`src/bfa_pkg.sv`:
```
package bfa_pkg;

	localparam int FRAME_W        = 14;
	localparam int DATA_W         = 16;
	localparam int USER_W         = 2;
	localparam int USER_NEW_BIT   = 0;
	localparam int USER_OOM_BIT   = 1;
	localparam int NUM_FRAMES_DEF = 16384;
	localparam int WORD_BITS_DEF  = 32;

	typedef enum logic [1:0] {
		ST_IDLE = 2'b01,
		ST_CALC = 2'b10
	} state_t;

	typedef struct packed {
		logic found;
		logic full;
	} scan_flags_t;

endpackage

```
`src/bfa_scan.sv`:
```
module bfa_scan import bfa_pkg::*; #(
	parameter int WORD_BITS = WORD_BITS_DEF,
	localparam int IDX_W = $clog2(WORD_BITS)
) (
	input  logic [WORD_BITS-1:0] word,
	output logic [IDX_W-1:0]     idx,
	output logic [WORD_BITS-1:0] set_word,
	output scan_flags_t          flags
);

	logic [WORD_BITS-1:0] inv;
	logic [WORD_BITS-1:0] onehot;

	assign inv    = ~word;
	assign onehot = inv & (~inv + WORD_BITS'(1));

	always_comb begin
		idx = '0;
		for (int i = 0; i < WORD_BITS; i++) begin
			if (onehot[i]) begin
				idx = idx | IDX_W'(i);
			end
		end
	end

	assign set_word    = word | onehot;
	assign flags.found = |inv;
	assign flags.full  = &set_word;

endmodule

```
`config.mk`:
```
export PLATFORM = sky130hd
export DESIGN_NAME = bfa_scan
export DESIGN_NICKNAME = d
export VERILOG_FILES = /design/src/bfa_pkg.sv /design/src/bfa_scan.sv
export SDC_FILE = /design/constraint.sdc
export NUM_CORES = 1
export LEC_CHECK = 0
export BUFFER_PORTS_ARGS = -buffer_cell sky130_fd_sc_hd__buf_2
export CAP_MARGIN = 5
export CORE_ASPECT_RATIO = 1.25
export CORE_MARGIN = 2
export CORE_UTILIZATION = 30
export DETAILED_ROUTE_END_ITERATION = 8
export PLACE_DENSITY = 0.64
export SKIP_LAST_GASP = 1
export SYNTH_ARGS = -nofsm -noshare
export SYNTH_HDL_FRONTEND = slang
export SYNTH_SLANG_ARGS = --single-unit
export TNS_END_PERCENT = 1
```
`constraint.sdc`:
```
create_clock -name vclk -period 5
set_input_delay 0.25 -clock vclk [all_inputs]
set_output_delay 0.25 -clock vclk [all_outputs]
set_load 0.005 [all_outputs]
```
==> Implementation_results.wiki, run 1 <==
{| class="wikitable"
! Metric !! Value
|-
| Result of the run || complete, but fails checks
|-
| Failing checks || design-rule violations
|-
| FF+latch area || 0 sq um
|-
| Post-detailed-route count of antenna-violating nets || 0
|-
| Die footprint || 0.00423 sq mm
|-
| Ratio of cells with drive above 1 in the final layout || 0.380
|-
| CP Launch Type || input port
|-
| Worst slew pin tran || around 0.71 ns
|-
| Wire length of the first global-routing pass || 6590 um
|-
| Total core area || about 0.0035 sq mm
|-
| Endpoint of the worst hold-timing path || flags[1]
|-
| Number of sequential storage elements || 0
|-
| Worst relative slew slack || 0.523
|-
| Largest family of logic cells by synthesized area || simple AND/OR/NAND/NOR gates
|-
| Core occupancy in the finished layout || 0.419
|-
| Detailed placement HPWL || between 3000 and 4000 um
|-
| Number of different library cells in the post-synthesis netlist || 47
|-
| Setup repair bufs after CTS || 0
|-
| Slew Viols, Final || 0
|-
| Final layout net count || ~280
|-
| Share of cell area taken by muxes after synthesis || 0
|-
| Number of buffers added on ports || 70
|-
| Adder and majority cell fraction of the synthesized area || 0
|-
| Total Routing Usage GR || 0.191
|-
| Path category of the worst min-delay check || input port to output pin
|-
| Unrepaired setup endpoints after global routing || no
|-
| Post-synthesis xor/xnor area fraction || 0
|-
| Kind of end point of the critical path || output pin
|-
| Sum of negative setup slack || 0 ns
|-
| Worst hold stages || 3
|-
| Die span in y || 72.2 um
|-
| Main area contributors after synthesis || nand2_1 7.7%, nor4_4 7.6%, nand3_1 6.3%
|-
| Number of failing hold endpoints at the final stage || 0
|-
| Synth Cell Area || ~0.0011 sq mm
|-
| Initial DRC Count || slightly below 90
|-
| Most repeated cell in the gate-level netlist after synthesis || nand2_1
|-
| Ys Warns || 0
|-
| Syn nets || 213
|-
| Number of maximum-capacitance violations || 0
|-
| Cell breakdown of the critical path || buf_2 > nand4_4 > nor4_4 > and3_1 > o221ai_1 > a21o_2 > nor4_2 > buf_2
|-
| DRC violation count after routing || 4
|-
| Max incr delay on CP || 0.49 ns
|-
| Simple-gate share of the synthesized area || 0.591
|-
| Total detailed-routing wirelength || between 4000 and 5000 um
|-
| Max frequency || 408 MHz
|-
| Quantity of gates resized following cts || 0
|-
| Launching element of the worst setup path || word[0]
|-
| Number of hold-repair buffers added at the cts stage || 0
|-
| Hold Crit Start || word[31]
|-
| Total via count in the routed design || 1,670
|-
| Most repeated library cell on the critical path || buf_2
|-
| Post-synthesis area per instance || 6.17 sq um
|-
| FP Rows || 24
|-
| Horiz. Die Dim || about 59 um
|-
| Critical path arrival || 2.20 ns
|-
| Detailed-router iteration count before antenna repair || 6
|-
| Most frequent cells after synthesis || 23 x nand2_1, 15 x nor2_1, 14 x nand3_1
|-
| Portion of the clock cycle consumed by the worst path in the final layout || 0.491
|-
| Synth Area in Compound Gates || 0.335
|-
| Largest net degree at the start of global routing || 11
|-
| Part of the Yosys area used for sequential elements || 0
|-
| Weighted congestion reported at the end of routability-driven placement || 0.966
|-
| Post-route minimum period || between 2 and 2.5 ns
|-
| I/O pin count || 71
|-
| Number of setup violations in the final report || 0
|-
| Critical setup path kind || input port to output pin
|-
| Peak ir drop on the vdd network || 0.0266 mV
|-
| Leakage || 0.702 nW
|-
| Leftover overflow at the end of global routing || 0
|-
| Routed length per placed instance || 15.4 um
|-
| Initial core utilization || 0.315
|-
| Highest-delay cell along the critical path || nor4_4
|-
| Critical-path maximum fanout || 10
|-
| Portion of synthesized cell area occupied by the leading cell type || 0.0773
|-
| Required time worst endpoint || 4.75 ns
|-
| Post-DR vias/cell || 5.88
|-
| Instance count of the mapped netlist || 181
|-
| Cell type with the largest total area after synthesis || nand2_1
|-
| Clkbuf count || 0
|-
| Area delta synth->final || 33.0%
|-
| Power per unit of standard cell area || 58.3 mW/mm^2
|-
| Antenna diode instance count || 0
|-
| Number of antenna violations at the first check in global routing || 0
|-
| Via count of the first global-routing pass || 1,438
|}
power by group:
group | switching [mW] | leakage, nW | total, mW | internal [mW]
clock | 0 | 0 | 0 | 0
sequential | 0 | 0 | 0 | 0
combinational | 0.0509 | 0.702 | 0.0867 | 0.0358
metal layers:
layer | global-route usage | wire, um | vias to the layer above | share of wire
met5 | 0 | 0 | - | 0
met4 | 0.0202 | 27 | 0 | 0.0062
li1 | - | - | 824 | -
met3 | 0.0143 | 330 | 4 | 0.076
met1 | 0.246 | 1770 | 763 | 0.41
met2 | 0.353 | 2240 | 79 | 0.51
critical path: cells and delay by family:
family	cells	cell delay (ns)
buffers and inverters	2	0.33
AOI/OAI and AO/OA	2	0.37
and+or+nand+nor	4	1.24
placed cells by master (no fill, tap or decap), types with 6 or more instances in the layout:
cell / instances
a21o_1: 6
nand4_1: 9
nor2_1: 15
nand2b_1: 7
inv_1: 13
o21ai_0: 11
nand3_1: 14
nand2_1: 23
or2_2: 9
nor3_1: 9
buf_2: 70
o211ai_1: 6
a21oi_1: 7
layout make-up:
cell class / count / area (sq um)
multi-input cells: 162 / 1040
well taps: 39 / 48.8
inverters: 13 / 48.8
repair buffers: 70 / 350
fillers: 405 / 2060
cell families (layout without fill, tap and decap cells):
group / count (synthesis) / in the layout
and+or+nand+nor: 108 / 108
AOI/OAI and AO/OA: 53 / 53
buffers and inverters: 19 / 83
other: 1 / 1
per-stage QoR:
step / setup slack, ns / power (mW) / hold slack [ns] / area, sq um / std cells
after global routing: 2.32 / 0.0949 / 0.784 / 1490 / 284
final: 2.55 / 0.0867 / 0.769 / 1490 / 284
after floorplan: 2.93 / 0.0421 / 0.541 / 1120 / 181
after global placement: 2.54 / 0.0863 / 0.764 / 1490 / 284
after detailed placement: 2.52 / 0.0859 / 0.766 / 1490 / 284
after CTS: 2.52 / 0.0863 / 0.768 / 1490 / 284
worst max path at each step:
stage	to	slack, ns	cells after the start
2_1_floorplan	flags[0]	2.93	7
3_3_place_gp	flags[0]	2.54	8
3_5_place_dp	flags[0]	2.52	8
4_1_cts	flags[0]	2.52	8
5_1_grt	flags[0]	2.32	8
6_report	flags[0]	2.55	8
Note: power is estimated with default switching activity, not from simulation.
==> inputs of run 2 (changes only) <==
- clock period: 5 -> 2.29 ns (I/O delays scaled with it)
==> run 2 against run 1 <==
The run still ends with design-rule violations left. Final cell count increased by 3.2%. Sequential cell count unchanged. Global-route usage up 0.61 points. Worst hold slack got worse by 0.28 ns. Total power up 120%. Core utilization grew 1.9 points. First-iteration DRC count grew 23%.
==> Implementation_results.wiki, run 2 (same netlist as run 1, synthesis figures left out) <==
{| class="wikitable"
! Metric !! Value
|-
| Worst hold stages || 3 (unchanged)
|-
| Total via count in the routed design || 1,717 (+2.8%)
|-
| Leakage || 0.747 nW (+6.4%)
|-
| CP Launch Type || input port
|-
| Critical setup path kind || input port to output pin
|-
| Critical path arrival || 2.00 ns (-0.20 ns)
|-
| FF+latch area || 0 sq um (unchanged)
|-
| Die footprint || 0.00423 sq mm (unchanged)
|-
| Cells after DPL || 291 (+2.5%)
|-
| Number of buffers added on ports || 70 (unchanged)
|-
| Filler Cells Inserted || 386 (-4.7%)
|-
| Wire length of the first global-routing pass || 6880 um (+4.4%)
|-
| Kind of end point of the critical path || output pin
|-
| Total area of multi-input combinational cells || 0.00104 sq mm (unchanged)
|-
| Peak ir drop on the vdd network || 0.0485 mV (+82%)
|-
| I/O pin count || 71 (unchanged)
|-
| Endpoint of the worst hold-timing path || flags[1]
|-
| Number of antenna violations at the first check in global routing || 0 (unchanged)
|-
| Critical-path maximum fanout || 6 (-4)
|-
| Total detailed-routing wirelength || 4420 um (+1.3%)
|-
| Initial core utilization || 0.315 (unchanged)
|-
| Path category of the worst min-delay check || input port to output pin
|-
| Clkbuf count || 0 (unchanged)
|-
| Number of failing hold endpoints at the final stage || 0 (unchanged)
|-
| Quantity of gates resized following cts || 0 (unchanged)
|-
| Number of sequential storage elements || 0 (unchanged)
|-
| Required time worst endpoint || 2.18 ns (-2.57 ns)
|-
| Die span in y || 72.2 um (unchanged)
|-
| Area delta synth->final || 39.1%
|-
| Result of the run || complete, but fails checks
|-
| Unrepaired setup endpoints after global routing || no
|-
| Final layout net count || 288 (+3.2%)
|-
| Ratio of cells with drive above 1 in the final layout || 0.402 (+0.0220)
|-
| Total Routing Usage GR || 0.197 (+0.00615)
|-
| Power per unit of standard cell area || 125 mW/mm^2 (+110%)
|-
| Post-route minimum period || 2.11 ns
|-
| Most frequent cells in the layout || 70 x buf_2, 23 x nand2_1, 15 x nor2_1, 14 x nand3_1, 13 x inv_1
|-
| Total core area || 0.00354 sq mm (unchanged)
|-
| Worst slew pin tran || 0.519 ns (-0.190 ns)
|-
| Failing checks || design-rule violations
|-
| Most common library cell in the layout ignoring fill and taps || buf_2
|-
| Max frequency || ~470 MHz
|-
| Max incr delay on CP || 0.47 ns (-0.02 ns)
|-
| Detailed-router iteration count before antenna repair || 7 (+1)
|-
| Largest net degree at the start of global routing || 11 (unchanged)
|-
| DRC violation count after routing || 4 (unchanged)
|-
| Portion of the clock cycle consumed by the worst path in the final layout || 0.922
|-
| Antenna diode instance count || 0 (unchanged)
|-
| Setup repair bufs after CTS || 0 (unchanged)
|-
| Number of hold-repair buffers added at the cts stage || 0 (unchanged)
|-
| Routed length per placed instance || 15.1 um (-1.8%)
|-
| Post-DR vias/cell || 5.86 (-0.34%)
|-
| Number of setup violations in the final report || 0 (unchanged)
|-
| Hold Crit Start || word[31]
|-
| Most repeated library cell on the critical path || buf_2
|-
| Core occupancy in the finished layout || 0.439 (+0.0191)
|-
| Via count of the first global-routing pass || 1,544 (+7.4%)
|-
| FP Rows || 24 (unchanged)
|-
| Detailed placement HPWL || 3740 um (+1.4%)
|-
| Leftover overflow at the end of global routing || 0 (unchanged)
|-
| Worst relative slew slack || 0.649 (+0.126)
|-
| Weighted congestion reported at the end of routability-driven placement || 0.926 (-4.2%)
|-
| Number of maximum-capacitance violations || 0 (unchanged)
|-
| Sum of negative setup slack || 0 ns (unchanged)
|-
| Highest-delay cell along the critical path || nor4_4
|-
| Slew Viols, Final || 0 (unchanged)
|-
| Horiz. Die Dim || 58.6 um (unchanged)
|-
| Cell breakdown of the critical path || buf_2 > nand4_2 > nor4_4 > and3_1 > o221ai_1 > a21o_2 > nor4_2 > buf_2
|-
| Finished Layout Cells || 293 (+3.2%)
|-
| Initial DRC Count || 107 (+23%)
|-
| Post-detailed-route count of antenna-violating nets || 0 (unchanged)
|}
## run 2: cell types whose count changed in the layout (fill, tap and decap cells not counted)
cell,previous run,this run
buf_4,0,9
## run 2: routing by layer
layer  vias to the layer above  GRT usage  wire length, um
met5                         -          0                0
met3                        10    0.00535              314
met2                        71      0.345             2200
met4                         0     0.0530              104
met1                       797      0.263             1800
li1                        839          -                -
## run 2: critical path: cells and delay by family
kind                   cells  cell delay [ns]
AND/OR/NAND/NOR            4             1.21
AO/OA/AOI/OAI              2             0.37
buffers and inverters      2             0.30
## run 2: metrics by stage
| step | hold slack [ns] | setup slack [ns] | power [mW] | area (sq um) |
|---|---|---|---|---|
| finish | 0.493 | 0.178 | 0.194 | 1550 |
| global route | 0.522 | 0.00841 | 0.212 | 1550 |
| CTS | 0.496 | 0.103 | 0.193 | 1540 |
| detailed placement | 0.494 | 0.117 | 0.192 | 1540 |
| global placement | 0.495 | 0.104 | 0.193 | 1540 |
| floorplan | 0.270 | 0.491 | 0.0920 | 1120 |
## run 2: final cells by class
| type | count | share of cell area |
|---|---|---|
| Timing Repair Buffer | 79 | 0.269 |
| Tap cell | 39 | 0.0314 |
| Multi-Input combinational cell | 162 | 0.668 |
| Inverter | 13 | 0.0314 |
## run 2: where the power goes
part           leakage (nW)  switching, mW  internal [mW]
clock                     0              0              0
sequential                0              0              0
combinational         0.747          0.113         0.0807
## run 2: how the worst max path moves through the flow
stage,startpoint,end,slack [ns]
floorplan,word[0],flags[0],0.49
global route,word[0],flags[0],0.008
detailed placement,word[0],flags[0],0.12
finish,word[7],flags[0],0.18
CTS,word[0],flags[0],0.10
global placement,word[0],flags[0],0.10
==> inputs of run 3 (changes only) <==
- CELL_PAD_IN_SITES_DETAIL_PLACEMENT: not set -> 1
- CELL_PAD_IN_SITES_GLOBAL_PLACEMENT: not set -> 2
- CORE_UTILIZATION: 30 -> 21
- PLACE_DENSITY: 0.64 -> 0.88
==> run 3 against run 2 <==
The run now ends clean. Final area grew 3.8%. Combinational power rose by 5%. Critical path depth is the same. Clock-buffer cell count unchanged. Final cell count rose by 9.2%. Sequential share of layout area stayed put. Global-route usage is 2.7 points lower. Core utilization shrank 12 points. Via count is 0.52% higher. First-iteration DRC count shrank 32%. Critical path type unchanged. Critical endpoint is now idx[3]. Largest power group unchanged. Highest routed layer unchanged.
==> Implementation_results.wiki, run 3 (same netlist as run 1, synthesis figures left out) <==
{| class="wikitable"
! Metric !! Value
|-
| Total detailed-routing wirelength || 5220 um (+18%)
|-
| Largest net degree at the start of global routing || 11 (unchanged)
|-
| I/O pin count || 71 (unchanged)
|-
| Horiz. Die Dim || 69.2 um (+18%)
|-
| Routed length per placed instance || 16.3 um (+8.0%)
|-
| Unrepaired setup endpoints after global routing || no
|-
| Most frequent cells in the layout || 70 x buf_2, 23 x nand2_1, 15 x nor2_1, 14 x nand3_1
|-
| FP Rows || 29 (+21%)
|-
| Most repeated library cell on the critical path || buf_2
|-
| Total placed instance area || 0.00161 sq mm (+4.3%)
|-
| Cells after DPL || 319 (+9.6%)
|-
| Highest-delay cell along the critical path || nor4_4
|-
| Crit path buffers/inverters || 2 (unchanged)
|-
| Critical setup path kind || input port to output pin
|-
| Cell breakdown of the critical path || buf_2 > nand4_4 > nor4_4 > nand2_1 > or3_1 > and3_1 > nand4_1 > buf_2
|-
| Area delta synth->final || 44.3%
|-
| Leftover overflow at the end of global routing || 0 (unchanged)
|-
| Post-route minimum period || 2.12 ns (+0.00648 ns)
|-
| Number of antenna violations at the first check in global routing || 0 (unchanged)
|-
| Total area of multi-input combinational cells || 0.00104 sq mm (unchanged)
|-
| Die span in y || 85.6 um (+18%)
|-
| Max incr delay on CP || 0.44 ns (-0.03 ns)
|-
| Max frequency || 472 MHz (-0.31%)
|-
| Slew Viols, Final || 0 (unchanged)
|-
| Number of buffers added on ports || 70 (unchanged)
|-
| Sum of negative setup slack || 0 ns (unchanged)
|-
| Number of setup violations in the final report || 0 (unchanged)
|-
| Peak ir drop on the vdd network || 0.0481 mV (-0.69%)
|-
| Path category of the worst min-delay check || input port to output pin
|-
| Detailed placement HPWL || 4620 um (+23%)
|-
| Antenna diode instance count || 0 (unchanged)
|-
| Result of the run || completed
|-
| Total Routing Usage GR || 0.170 (-0.0267)
|-
| Total core area || 0.00512 sq mm (+44%)
|-
| Final layout net count || 292 (+1.4%)
|-
| Finished Layout Cells || 320 (+9.2%)
|-
| Number of failing hold endpoints at the final stage || 0 (unchanged)
|-
| FF+latch area || 0 sq um (unchanged)
|-
| Initial DRC Count || 73 (-32%)
|-
| Critical-path maximum fanout || 10 (+4)
|-
| Number of maximum-capacitance violations || 0 (unchanged)
|-
| Largest delay share family, worst path || simple AND/OR/NAND/NOR gates
|-
| CP Launch Type || input port
|-
| Weighted congestion reported at the end of routability-driven placement || 0.932 (+0.66%)
|-
| Post-detailed-route count of antenna-violating nets || 0 (unchanged)
|-
| Power per unit of standard cell area || 126 mW/mm^2 (+1.0%)
|-
| Ratio of cells with drive above 1 in the final layout || 0.411 (+0.00928)
|-
| Die footprint || 0.00592 sq mm (+40%)
|-
| Wire length of the first global-routing pass || 8440 um (+23%)
|-
| Clkbuf count || 0 (unchanged)
|-
| Final instance area || 0.00161 sq mm (+3.8%)
|-
| Initial core utilization || 0.218 (-0.0969)
|-
| Number of sequential storage elements || 0 (unchanged)
|-
| Total power draw || 203 uW (+4.8%)
|-
| Portion of the clock cycle consumed by the worst path in the final layout || 0.925 (+0.00283)
|-
| Kind of end point of the critical path || output pin
|-
| Detailed-router iteration count before antenna repair || 4 (-3)
|-
| DRC violation count after routing || 0 (-4)
|-
| Required time worst endpoint || 2.18 ns (about the same)
|-
| Most common library cell in the layout ignoring fill and taps || buf_2
|-
| Via count of the first global-routing pass || 1,721 (+11%)
|-
| Post-DR vias/cell || 5.39 (-8.0%)
|-
| Total via count in the routed design || 1,726 (+0.52%)
|-
| Critical path arrival || 2.00 ns (about the same)
|-
| Filler Cells Inserted || 697 (+81%)
|-
| Leakage || 0.767 nW (+2.7%)
|}
run 3: cell types whose count changed in the layout (fill, tap and decap cells not counted), sizes merged:
cell  previous run  this run
buf             79        83
run 3: worst paths after layout:
check             cells past startpoint      from  slack (ns)       end
setup / recovery                      8   word[0]        0.17    idx[3]
hold / removal                        3  word[31]        0.49  flags[1]
run 3: timing repair:
item | in CTS | in global routing
resized for setup | 0 | 0
hold buffers | 0 | 0
setup buffers | 0 | 1
endpoints found under the setup margin | 0 | 1
run 3: power breakdown:
part           leakage [nW]  switching, mW  internal (mW)
sequential                0              0              0
clock                     0              0              0
combinational         0.767          0.118         0.0852
run 3: layer usage:
metal	GRT usage	share of wire	vias up	routed length, um
met5	0	0	-	0
met4	0.0232	0.0071	0	37
met3	0.0141	0.048	2	248
met2	0.336	0.55	55	2880
met1	0.203	0.39	825	2060
li1	-	-	844	-
run 3: final cells by class:
class / instances / area share
timing repair buffer: 83 / 0.278
inverter: 13 / 0.0303
tap: 62 / 0.0481
multi-input combinational: 162 / 0.644
run 3: through the flow:
| step | worst slack [ns] | utilization | hold WS [ns] |
|---|---|---|---|
| CTS | 0.0495 | 0.314 | 0.492 |
| global route | 0.00822 | 0.315 | 0.507 |
| global placement | 0.0605 | 0.314 | 0.494 |
| finish | 0.172 | 0.315 | 0.486 |
| floorplan | 0.491 | - | 0.270 |
| detailed placement | 0.0432 | 0.314 | 0.490 |
